### src/rtl/mexp_pkg.sv
// shared constants for the modular exponentiation block
`timescale 1ns / 1ps

package mexp_pkg;

   // width of every field word on the channels
   localparam int FIELD_WIDTH = 32;

   // number of low bits of each input field that take part in the arithmetic
   localparam int OPERAND_WIDTH = 32;

   // reduction step counter, counts 0 .. OPERAND_WIDTH-1
   localparam int COUNT_WIDTH = (OPERAND_WIDTH > 1) ? $clog2(OPERAND_WIDTH) : 1;

endpackage

### src/rtl/mexp_ifs.sv
// valid/ready channel interfaces for request and response words
`timescale 1ns / 1ps

interface mexp_req_if;
   logic                              valid;
   logic                              ready;
   logic [mexp_pkg::FIELD_WIDTH-1:0]  base;
   logic [mexp_pkg::FIELD_WIDTH-1:0]  exponent;
   logic [mexp_pkg::FIELD_WIDTH-1:0]  modulus;

   modport source (output valid, output base, output exponent, output modulus, input ready);
   modport sink   (input valid, input base, input exponent, input modulus, output ready);
endinterface

interface mexp_rsp_if;
   logic                              valid;
   logic                              ready;
   logic [mexp_pkg::FIELD_WIDTH-1:0]  power_result;
   logic                              divide_error;

   modport source (output valid, output power_result, output divide_error, input ready);
   modport sink   (input valid, input power_result, input divide_error, output ready);
endinterface

### src/rtl/mexp_modmul.sv
// shared modular multiplier: a multiply step then bit-serial restoring reduction
`timescale 1ns / 1ps

module mexp_modmul (
   input  logic                                clock,
   input  logic                                reset,
   input  logic                                start,
   input  logic [mexp_pkg::OPERAND_WIDTH-1:0]  op_a,
   input  logic [mexp_pkg::OPERAND_WIDTH-1:0]  op_b,
   input  logic [mexp_pkg::OPERAND_WIDTH-1:0]  modulus,
   output logic                                done,
   output logic [mexp_pkg::OPERAND_WIDTH-1:0]  result
);

   localparam int W  = mexp_pkg::OPERAND_WIDTH;
   localparam int CW = mexp_pkg::COUNT_WIDTH;

   typedef enum logic [2:0] {
      MM_IDLE   = 3'b001,
      MM_MULT   = 3'b010,
      MM_REDUCE = 3'b100
   } mm_state_type;

   mm_state_type   state_ff, state_in;
   logic [CW-1:0]  count_ff, count_in;
   logic           done_ff, done_in;
   logic [W-1:0]   a_ff, b_ff, m_ff;
   logic [W-1:0]   rem_ff, rem_in;
   logic [W-1:0]   low_ff, low_in;

   logic [2*W-1:0] product;
   logic [W:0]     trial;
   logic [W:0]     diff;

   // operands are below the modulus (or the right one is 1), so the high half starts reduced
   assign product = {{W{1'b0}}, a_ff} * {{W{1'b0}}, b_ff};
   assign trial   = {rem_ff, low_ff[W-1]};
   assign diff    = trial - {1'b0, m_ff};

   always_comb begin
      state_in = state_ff;
      count_in = count_ff;
      done_in  = 1'b0;
      rem_in   = rem_ff;
      low_in   = low_ff;
      unique case (state_ff)
         MM_IDLE: begin
            if (start) begin
               state_in = MM_MULT;
            end
         end
         MM_MULT: begin
            rem_in   = product[2*W-1:W];
            low_in   = product[W-1:0];
            count_in = '0;
            state_in = MM_REDUCE;
         end
         MM_REDUCE: begin
            if (diff[W]) begin
               rem_in = trial[W-1:0];
            end else begin
               rem_in = diff[W-1:0];
            end
            low_in   = {low_ff[W-2:0], 1'b0};
            count_in = count_ff + 1'b1;
            if (count_ff == CW'(W - 1)) begin
               done_in  = 1'b1;
               state_in = MM_IDLE;
            end
         end
         default: begin
            state_in = MM_IDLE;
         end
      endcase
   end

   always_ff @(posedge clock) begin
      if (reset) begin
         state_ff <= MM_IDLE;
         count_ff <= '0;
         done_ff  <= 1'b0;
      end else begin
         state_ff <= state_in;
         count_ff <= count_in;
         done_ff  <= done_in;
      end
   end

   always_ff @(posedge clock) begin
      if (state_ff == MM_IDLE && start) begin
         a_ff <= op_a;
         b_ff <= op_b;
         m_ff <= modulus;
      end
      rem_ff <= rem_in;
      low_ff <= low_in;
   end

   assign done   = done_ff;
   assign result = rem_ff;

endmodule

### src/rtl/modular_exponentiation.sv
// top level of the right-to-left binary modular exponentiation block
`timescale 1ns / 1ps

// Computes base ** exponent mod modulus by right-to-left square-and-multiply.
// One request word is taken at a time; req_chan.ready is high only while the
// sequencer is idle. All arithmetic runs through a single shared modular
// multiplier: a launch register, the 32x32 product, then a 32-step bit-serial
// restoring reduction. The base is first reduced (one product), then each
// exponent bit up to the highest set bit costs one product when the bit is set
// and one squaring when higher bits remain, and each bit also passes through
// the round decision state. A zero modulus answers 0 with divide_error set,
// and a zero exponent answers 1 without reduction. The finished response word
// sits in an output register until taken, and the next request is accepted as
// soon as the sequencer has handed its result over.
module modular_exponentiation (
   input  logic        clock,
   input  logic        reset,
   mexp_req_if.sink    req_chan,
   mexp_rsp_if.source  rsp_chan
);

   localparam int W  = mexp_pkg::OPERAND_WIDTH;
   localparam int FW = mexp_pkg::FIELD_WIDTH;

   typedef enum logic [5:0] {
      ST_IDLE      = 6'b000001,
      ST_WAIT_BASE = 6'b000010,
      ST_ROUND     = 6'b000100,
      ST_WAIT_ACC  = 6'b001000,
      ST_WAIT_SQR  = 6'b010000,
      ST_FINISH    = 6'b100000
   } seq_state_type;

   seq_state_type state_ff, state_in;

   // working values of the current word
   logic [W-1:0]  exp_ff, exp_in;
   logic [W-1:0]  mod_ff, mod_in;
   logic [W-1:0]  base_ff, base_in;
   logic [W-1:0]  acc_ff, acc_in;
   logic          err_ff, err_in;

   // multiplier launch
   logic          start_ff, start_in;
   logic [W-1:0]  op_a_ff, op_a_in;
   logic [W-1:0]  op_b_ff, op_b_in;

   // response register
   logic          rsp_valid_ff, rsp_valid_in;
   logic [FW-1:0] rsp_result_ff, rsp_result_in;
   logic          rsp_error_ff, rsp_error_in;

   logic          mm_done;
   logic [W-1:0]  mm_result;
   logic          req_take;
   logic          rsp_free;

   mexp_modmul u_modmul (
      .clock   (clock),
      .reset   (reset),
      .start   (start_ff),
      .op_a    (op_a_ff),
      .op_b    (op_b_ff),
      .modulus (mod_ff),
      .done    (mm_done),
      .result  (mm_result)
   );

   assign req_take = req_chan.valid && (state_ff == ST_IDLE);
   assign rsp_free = !rsp_valid_ff || rsp_chan.ready;

   always_comb begin
      state_in      = state_ff;
      exp_in        = exp_ff;
      mod_in        = mod_ff;
      base_in       = base_ff;
      acc_in        = acc_ff;
      err_in        = err_ff;
      start_in      = 1'b0;
      op_a_in       = op_a_ff;
      op_b_in       = op_b_ff;
      rsp_valid_in  = rsp_valid_ff && !rsp_chan.ready;
      rsp_result_in = rsp_result_ff;
      rsp_error_in  = rsp_error_ff;

      unique case (state_ff)
         ST_IDLE: begin
            if (req_take) begin
               exp_in  = req_chan.exponent[W-1:0];
               mod_in  = req_chan.modulus[W-1:0];
               base_in = req_chan.base[W-1:0];
               acc_in  = W'(1);
               err_in  = 1'b0;
               if (req_chan.modulus[W-1:0] == '0) begin
                  // zero modulus: flag and answer 0
                  acc_in   = '0;
                  err_in   = 1'b1;
                  state_in = ST_FINISH;
               end else if (req_chan.exponent[W-1:0] == '0) begin
                  // zero exponent: plain 1, not reduced
                  state_in = ST_FINISH;
               end else begin
                  // reduce the base first as base * 1
                  start_in = 1'b1;
                  op_a_in  = req_chan.base[W-1:0];
                  op_b_in  = W'(1);
                  state_in = ST_WAIT_BASE;
               end
            end
         end
         ST_WAIT_BASE: begin
            if (mm_done) begin
               base_in  = mm_result;
               state_in = ST_ROUND;
            end
         end
         ST_ROUND: begin
            // exponent is nonzero here
            start_in = 1'b1;
            if (exp_ff[0]) begin
               op_a_in  = acc_ff;
               op_b_in  = base_ff;
               state_in = ST_WAIT_ACC;
            end else begin
               op_a_in  = base_ff;
               op_b_in  = base_ff;
               state_in = ST_WAIT_SQR;
            end
         end
         ST_WAIT_ACC: begin
            if (mm_done) begin
               acc_in = mm_result;
               if (exp_ff[W-1:1] == '0) begin
                  // last set bit done, the final squaring is not needed
                  state_in = ST_FINISH;
               end else begin
                  start_in = 1'b1;
                  op_a_in  = base_ff;
                  op_b_in  = base_ff;
                  state_in = ST_WAIT_SQR;
               end
            end
         end
         ST_WAIT_SQR: begin
            if (mm_done) begin
               base_in  = mm_result;
               exp_in   = exp_ff >> 1;
               state_in = ST_ROUND;
            end
         end
         ST_FINISH: begin
            // hand over once the response register is free
            if (rsp_free) begin
               rsp_valid_in  = 1'b1;
               rsp_result_in = FW'(acc_ff);
               rsp_error_in  = err_ff;
               state_in      = ST_IDLE;
            end
         end
         default: begin
            state_in = ST_IDLE;
         end
      endcase
   end

   always_ff @(posedge clock) begin
      if (reset) begin
         state_ff     <= ST_IDLE;
         start_ff     <= 1'b0;
         rsp_valid_ff <= 1'b0;
      end else begin
         state_ff     <= state_in;
         start_ff     <= start_in;
         rsp_valid_ff <= rsp_valid_in;
      end
   end

   always_ff @(posedge clock) begin
      exp_ff        <= exp_in;
      mod_ff        <= mod_in;
      base_ff       <= base_in;
      acc_ff        <= acc_in;
      err_ff        <= err_in;
      op_a_ff       <= op_a_in;
      op_b_ff       <= op_b_in;
      rsp_result_ff <= rsp_result_in;
      rsp_error_ff  <= rsp_error_in;
   end

   assign req_chan.ready        = (state_ff == ST_IDLE);
   assign rsp_chan.valid        = rsp_valid_ff;
   assign rsp_chan.power_result = rsp_result_ff;
   assign rsp_chan.divide_error = rsp_error_ff;

endmodule

### src/flat_wrapper.sv
// flat-port wrapper written by rule: the top's interface ports become plain ports
module modular_exponentiation_flat 
  (clock, reset, req_chan_valid, req_chan_base, req_chan_exponent, req_chan_modulus, req_chan_ready, rsp_chan_valid, rsp_chan_power_result, rsp_chan_divide_error, rsp_chan_ready);
  mexp_req_if req_chan_i ();
  mexp_rsp_if rsp_chan_i ();
  input  logic clock;
  input  logic reset;
  input wire logic [$bits(req_chan_i.valid)-1:0] req_chan_valid;
  input wire logic [$bits(req_chan_i.base)-1:0] req_chan_base;
  input wire logic [$bits(req_chan_i.exponent)-1:0] req_chan_exponent;
  input wire logic [$bits(req_chan_i.modulus)-1:0] req_chan_modulus;
  output wire logic [$bits(req_chan_i.ready)-1:0] req_chan_ready;
  output wire logic [$bits(rsp_chan_i.valid)-1:0] rsp_chan_valid;
  output wire logic [$bits(rsp_chan_i.power_result)-1:0] rsp_chan_power_result;
  output wire logic [$bits(rsp_chan_i.divide_error)-1:0] rsp_chan_divide_error;
  input wire logic [$bits(rsp_chan_i.ready)-1:0] rsp_chan_ready;
  assign req_chan_i.valid = req_chan_valid;
  assign req_chan_i.base = req_chan_base;
  assign req_chan_i.exponent = req_chan_exponent;
  assign req_chan_i.modulus = req_chan_modulus;
  assign req_chan_ready = req_chan_i.ready;
  assign rsp_chan_valid = rsp_chan_i.valid;
  assign rsp_chan_power_result = rsp_chan_i.power_result;
  assign rsp_chan_divide_error = rsp_chan_i.divide_error;
  assign rsp_chan_i.ready = rsp_chan_ready;
  modular_exponentiation u_core (.clock(clock), .reset(reset), .req_chan(req_chan_i), .rsp_chan(rsp_chan_i));
endmodule
### config.mk
export PLATFORM = sky130hd
export DESIGN_NAME = modular_exponentiation_flat
export DESIGN_NICKNAME = d
export VERILOG_FILES = /design/src/rtl/mexp_pkg.sv /design/src/rtl/mexp_ifs.sv /design/src/rtl/mexp_modmul.sv /design/src/rtl/modular_exponentiation.sv /design/src/flat_wrapper.sv
export SDC_FILE = /design/constraint.sdc
export NUM_CORES = 2
export LEC_CHECK = 0
export BUFFER_PORTS_ARGS = -buffer_cell sky130_fd_sc_hd__buf_4
export CORE_MARGIN = 2
export CORE_UTILIZATION = 59
export DETAILED_ROUTE_END_ITERATION = 8
export HOLD_SLACK_MARGIN = 0.03
export PLACE_DENSITY = 0.81
export SETUP_SLACK_MARGIN = 0.15
export SLEW_MARGIN = 20
export SYNTH_ARGS = -nofsm -noshare
export SYNTH_HDL_FRONTEND = slang
export SYNTH_HIERARCHICAL = 1
export SYNTH_SLANG_ARGS = --single-unit
### constraint.sdc
create_clock -name clock -period 7.7 [get_ports clock]
set_input_delay 1.155 -clock clock [delete_from_list [all_inputs] [get_ports clock]]
set_output_delay 1.155 -clock clock [all_outputs]
set_load 0.02 [all_outputs]
==> impl_metrics.toml <==
[timing]
finalCriticalPeriod_ns = 7.806
setup_slack_ns = -0.1058
hold_slack_ns = 0.4141
worst_pin_slew_ns = 0.9217
rsz0062_at_grt = "yes"
finClkSkew_ns = 0.03512
setup_viol = 9
slew_headroom_pct = 38.55
min_period_over_period_pct = 101.4
finalHoldViolations = 0
timing.fmax_mhz = 128.1
drv_slew = 0

[floorplanning]
die_w_um = 296.3
num_rows = 107
core_area_um2 = 84880
ios = 135
dieArea_um2 = 87820
start_util_pct = 59.41
die_y_um = 296.3

[worst_hold_path]
holdPathEnd = "u_core/u_modmul/a_ff[19]"
whs_path_depth = 0
min_path_type = "register to register"
min_from = "u_core/op_a_ff[19]"

[setup_path]
crit_arrival_ns = 8.10
slowest_delay_ns = 0.62
end_kind = "register"
start_kind = "register"
r2r_cells = 25
r2r_setup_slack_ns = -0.11
cp_common_cell = "fa_1"
cp_max_fo = 18
critPathKind = "register to register"
crit_slowest_cell = "fa_2"
critical_path_required_ns = 8.00
rr_startpoint = "u_core/u_modmul/a_ff[19]"
r2r-end = "u_core/u_modmul/result[28]"

[clock_network]
cts_sinks = 403
cts_tree = "done"
clk_pin_slew_ns = 0.07
cts-hold-fix-buffers = 0
cts_root_buffer = "clkbuf_16"
h-tree-depth = 2
cts_buffers = 40
clk_path_buf_depth = 3
clock_latency_ns = 0.57

[cells_and_area]
area_delta_synth_final_pct = 15.06
n_antenna_cell = 0
fin_area_um2 = 58020
drive_gt1_share_pct = 16.37
nets = 6407
postLayoutCoreUtil_pct = 68.36

[synthesis]
ys_ff_latch = 403
ys_warn_count = 6
syn_nets = 6131
synth_cell_types = 81
synth_top_area_share_pct = 35.61
synth_area_per_cell_um2 = 10.42
syn-instance-count = 4837
ys_top_cells_by_area = "fa_1 36%, edfxtp_1 23%, and2_1 8.2%"
postSynth.asyncResetShare_pct = 0
ys_seq_area_share_pct = 23.66
syn-cell-area_um2 = 50420
synth_edf_count = 386
yosysTopAreaCell = "fa_1"
yosys_most_used_dff = "edfxtp_1"

[routing]
drc = 0
num_vias = 36190
drt_iter0_markers = 3465
wirelength_um = 131500
via_per_inst = 5.757
wl_per_cell_um = 20.92
postRouteAntennaNets = 0
drt-pass1-iter-count = 6

[job]
max_cap_violations = 0

[global_route]
grt_first_pass_wirelength_um = 207400
grt_usage_pct = 30.54
grt_pass1_vias = 38140
met3_usage_pct = 7.038
top_usage_layer = "met2"
grt-ovfl-total = 0
grt_antenna_before_repair = 6
met2_usage_pct = 49.15
met1_usage_pct = 42.45
grt_max_degree = 65

[outcome]
violations = "negative setup slack"
status = "finished, violations left"

[placed_design]
placement.io_buffers = 134
gp_congestion = 0.9589
postPlaceCellArea_um2 = 54900
place_hpwl_um = 104000
==> stage by stage <==
step	instances	TNS, ns	setup WS [ns]
after global placement	6157	-2.137	-0.2514
after floorplan	4837	0	0.3842
after global routing	6287	-2.199	-0.2605
after CTS	6253	-0.2942	-0.08130
final	6287	-0.4563	-0.1058
after detailed placement	6157	-2.827	-0.2978
==> cells in the mapped netlist, types with 34 or more instances <==
| cell type | instances |
|---|---|
| inv_1 | 926 |
| fa_1 | 897 |
| and2_1 | 659 |
| nand2_1 | 526 |
| edfxtp_1 | 386 |
| ha_1 | 297 |
| clkbuf_1 | 237 |
| a21oi_1 | 128 |
| nor2_1 | 82 |
| mux2_2 | 65 |
| o21ai_0 | 64 |
| xnor2_1 | 53 |
| mux2i_1 | 49 |
| a21o_1 | 45 |
| xor2_1 | 34 |
==> layout make-up <==
| cell class | count | area (um2) |
|---|---|---|
| Tap cell | 1144 | 1431 |
| Multi-Input combinational cell | 3246 | 35190 |
| Fill cell | 5937 | 26860 |
| Timing Repair Buffer | 496 | 4743 |
| Inverter | 926 | 3476 |
| Clock buffer | 45 | 1020 |
| Clock inverter | 27 | 225.2 |
| Sequential cell | 403 | 11930 |
==> cells in the final DEF, fill, tap and decap left out, types with 24 or more instances in the layout <==
cell | Yosys | final
xnor2_1 | 53 | 48
xor2_1 | 34 | 30
buf_4 | 0 | 390
clkbuf_16 | 0 | 42
buf_6 | 1 | 35
mux2_2 | 65 | 65
and2_1 | 659 | 645
edfxtp_1 | 386 | 386
o21ai_0 | 64 | 47
nor4_1 | 30 | 27
nand4_1 | 24 | 24
inv_1 | 926 | 916
buf_12 | 0 | 64
a21o_1 | 45 | 45
ha_1 | 297 | 275
a21oi_1 | 128 | 100
a222oi_1 | 32 | 32
fa_1 | 897 | 854
fa_2 | 0 | 43
nand2_1 | 526 | 523
mux2i_1 | 49 | 48
nor2_1 | 82 | 78
==> logic make-up (layout without fill, tap and decap cells) <==
family / count (synthesis) / count (layout) / share of synthesized area (%)
buffers and inverters: 1188 / 1494 / 8.968
and+or+nand+nor: 1450 / 1450 / 15.08
xor gates and xnor gates: 88 / 88 / 1.566
muxes: 114 / 114 / 2.424
adders and majority gates: 1194 / 1194 / 42.98
AOI/OAI and AO/OA: 400 / 400 / 5.318
DFF: 403 / 403 / 23.66
==> registers in the layout (all words and copies together) (netlist names), 3 cells and up <==
register                      count
u_core/u_modmul/a_ff             32
u_core/base_ff                   32
u_core/u_modmul/low_ff           32
u_core/op_b_ff                   32
u_core/exp_ff                    32
u_core/rsp_chan.power_result     32
u_core/u_modmul/count_ff          5
u_core/op_a_ff                   32
u_core/u_modmul/m_ff             32
u_core/mod_ff                    32
u_core/u_modmul/state_ff          3
u_core/state_ff                   6
u_core/acc_ff                    32
u_core/u_modmul/b_ff             32
u_core/u_modmul/result           32
==> how the worst max path moves through the flow <==
stage	start	to	slack, ns	depth (start not counted)
6_report	u_core/u_modmul/a_ff[19]	u_core/u_modmul/result[28]	-0.11	25
5_1_grt	u_core/u_modmul/a_ff[15]	u_core/u_modmul/result[28]	-0.26	26
4_1_cts	u_core/u_modmul/b_ff[22]	u_core/u_modmul/result[28]	-0.08	26
3_5_place_dp	u_core/u_modmul/a_ff[15]	u_core/u_modmul/result[28]	-0.30	26
3_3_place_gp	u_core/u_modmul/a_ff[15]	u_core/u_modmul/result[28]	-0.25	26
2_1_floorplan	u_core/u_modmul/a_ff[25]	u_core/u_modmul/result[28]	0.38	26
==> metal layers <==
| layer | vias up | part of all wire, % |
|---|---|---|
| li1 | 15620 | - |
| met1 | 18400 | 39 |
| met2 | 1896 | 47 |
| met3 | 267 | 11 |
| met4 | 6 | 2.5 |
| met5 | - | 0.027 |
==> timing repair <==
| action | CTS | global route |
|---|---|---|
| gates resized for setup | 79 | 199 |
| pin swaps | 48 | 101 |
| setup endpoints to repair | 24 | 38 |
| cloned | 2 | 3 |
| buffers inserted | 22 | 30 |
| endpoints found under the hold margin | 0 | 0 |
==> worst max-delay path, delay by kind of cell, from the launching register on <==
family,cells,cell delay [ns]
adders and majority gates,9,4.63
AOI/OAI and AO/OA,4,0.74
xor gates and xnor gates,1,0.20
and+or+nand+nor,4,0.71
muxes,1,0.10
DFF,1,0.42
buffers and inverters,6,0.74
Power is left out: the tool's default activity adds up to more than one toggle a clock period on the data nets, which glitch-free logic cannot reach.
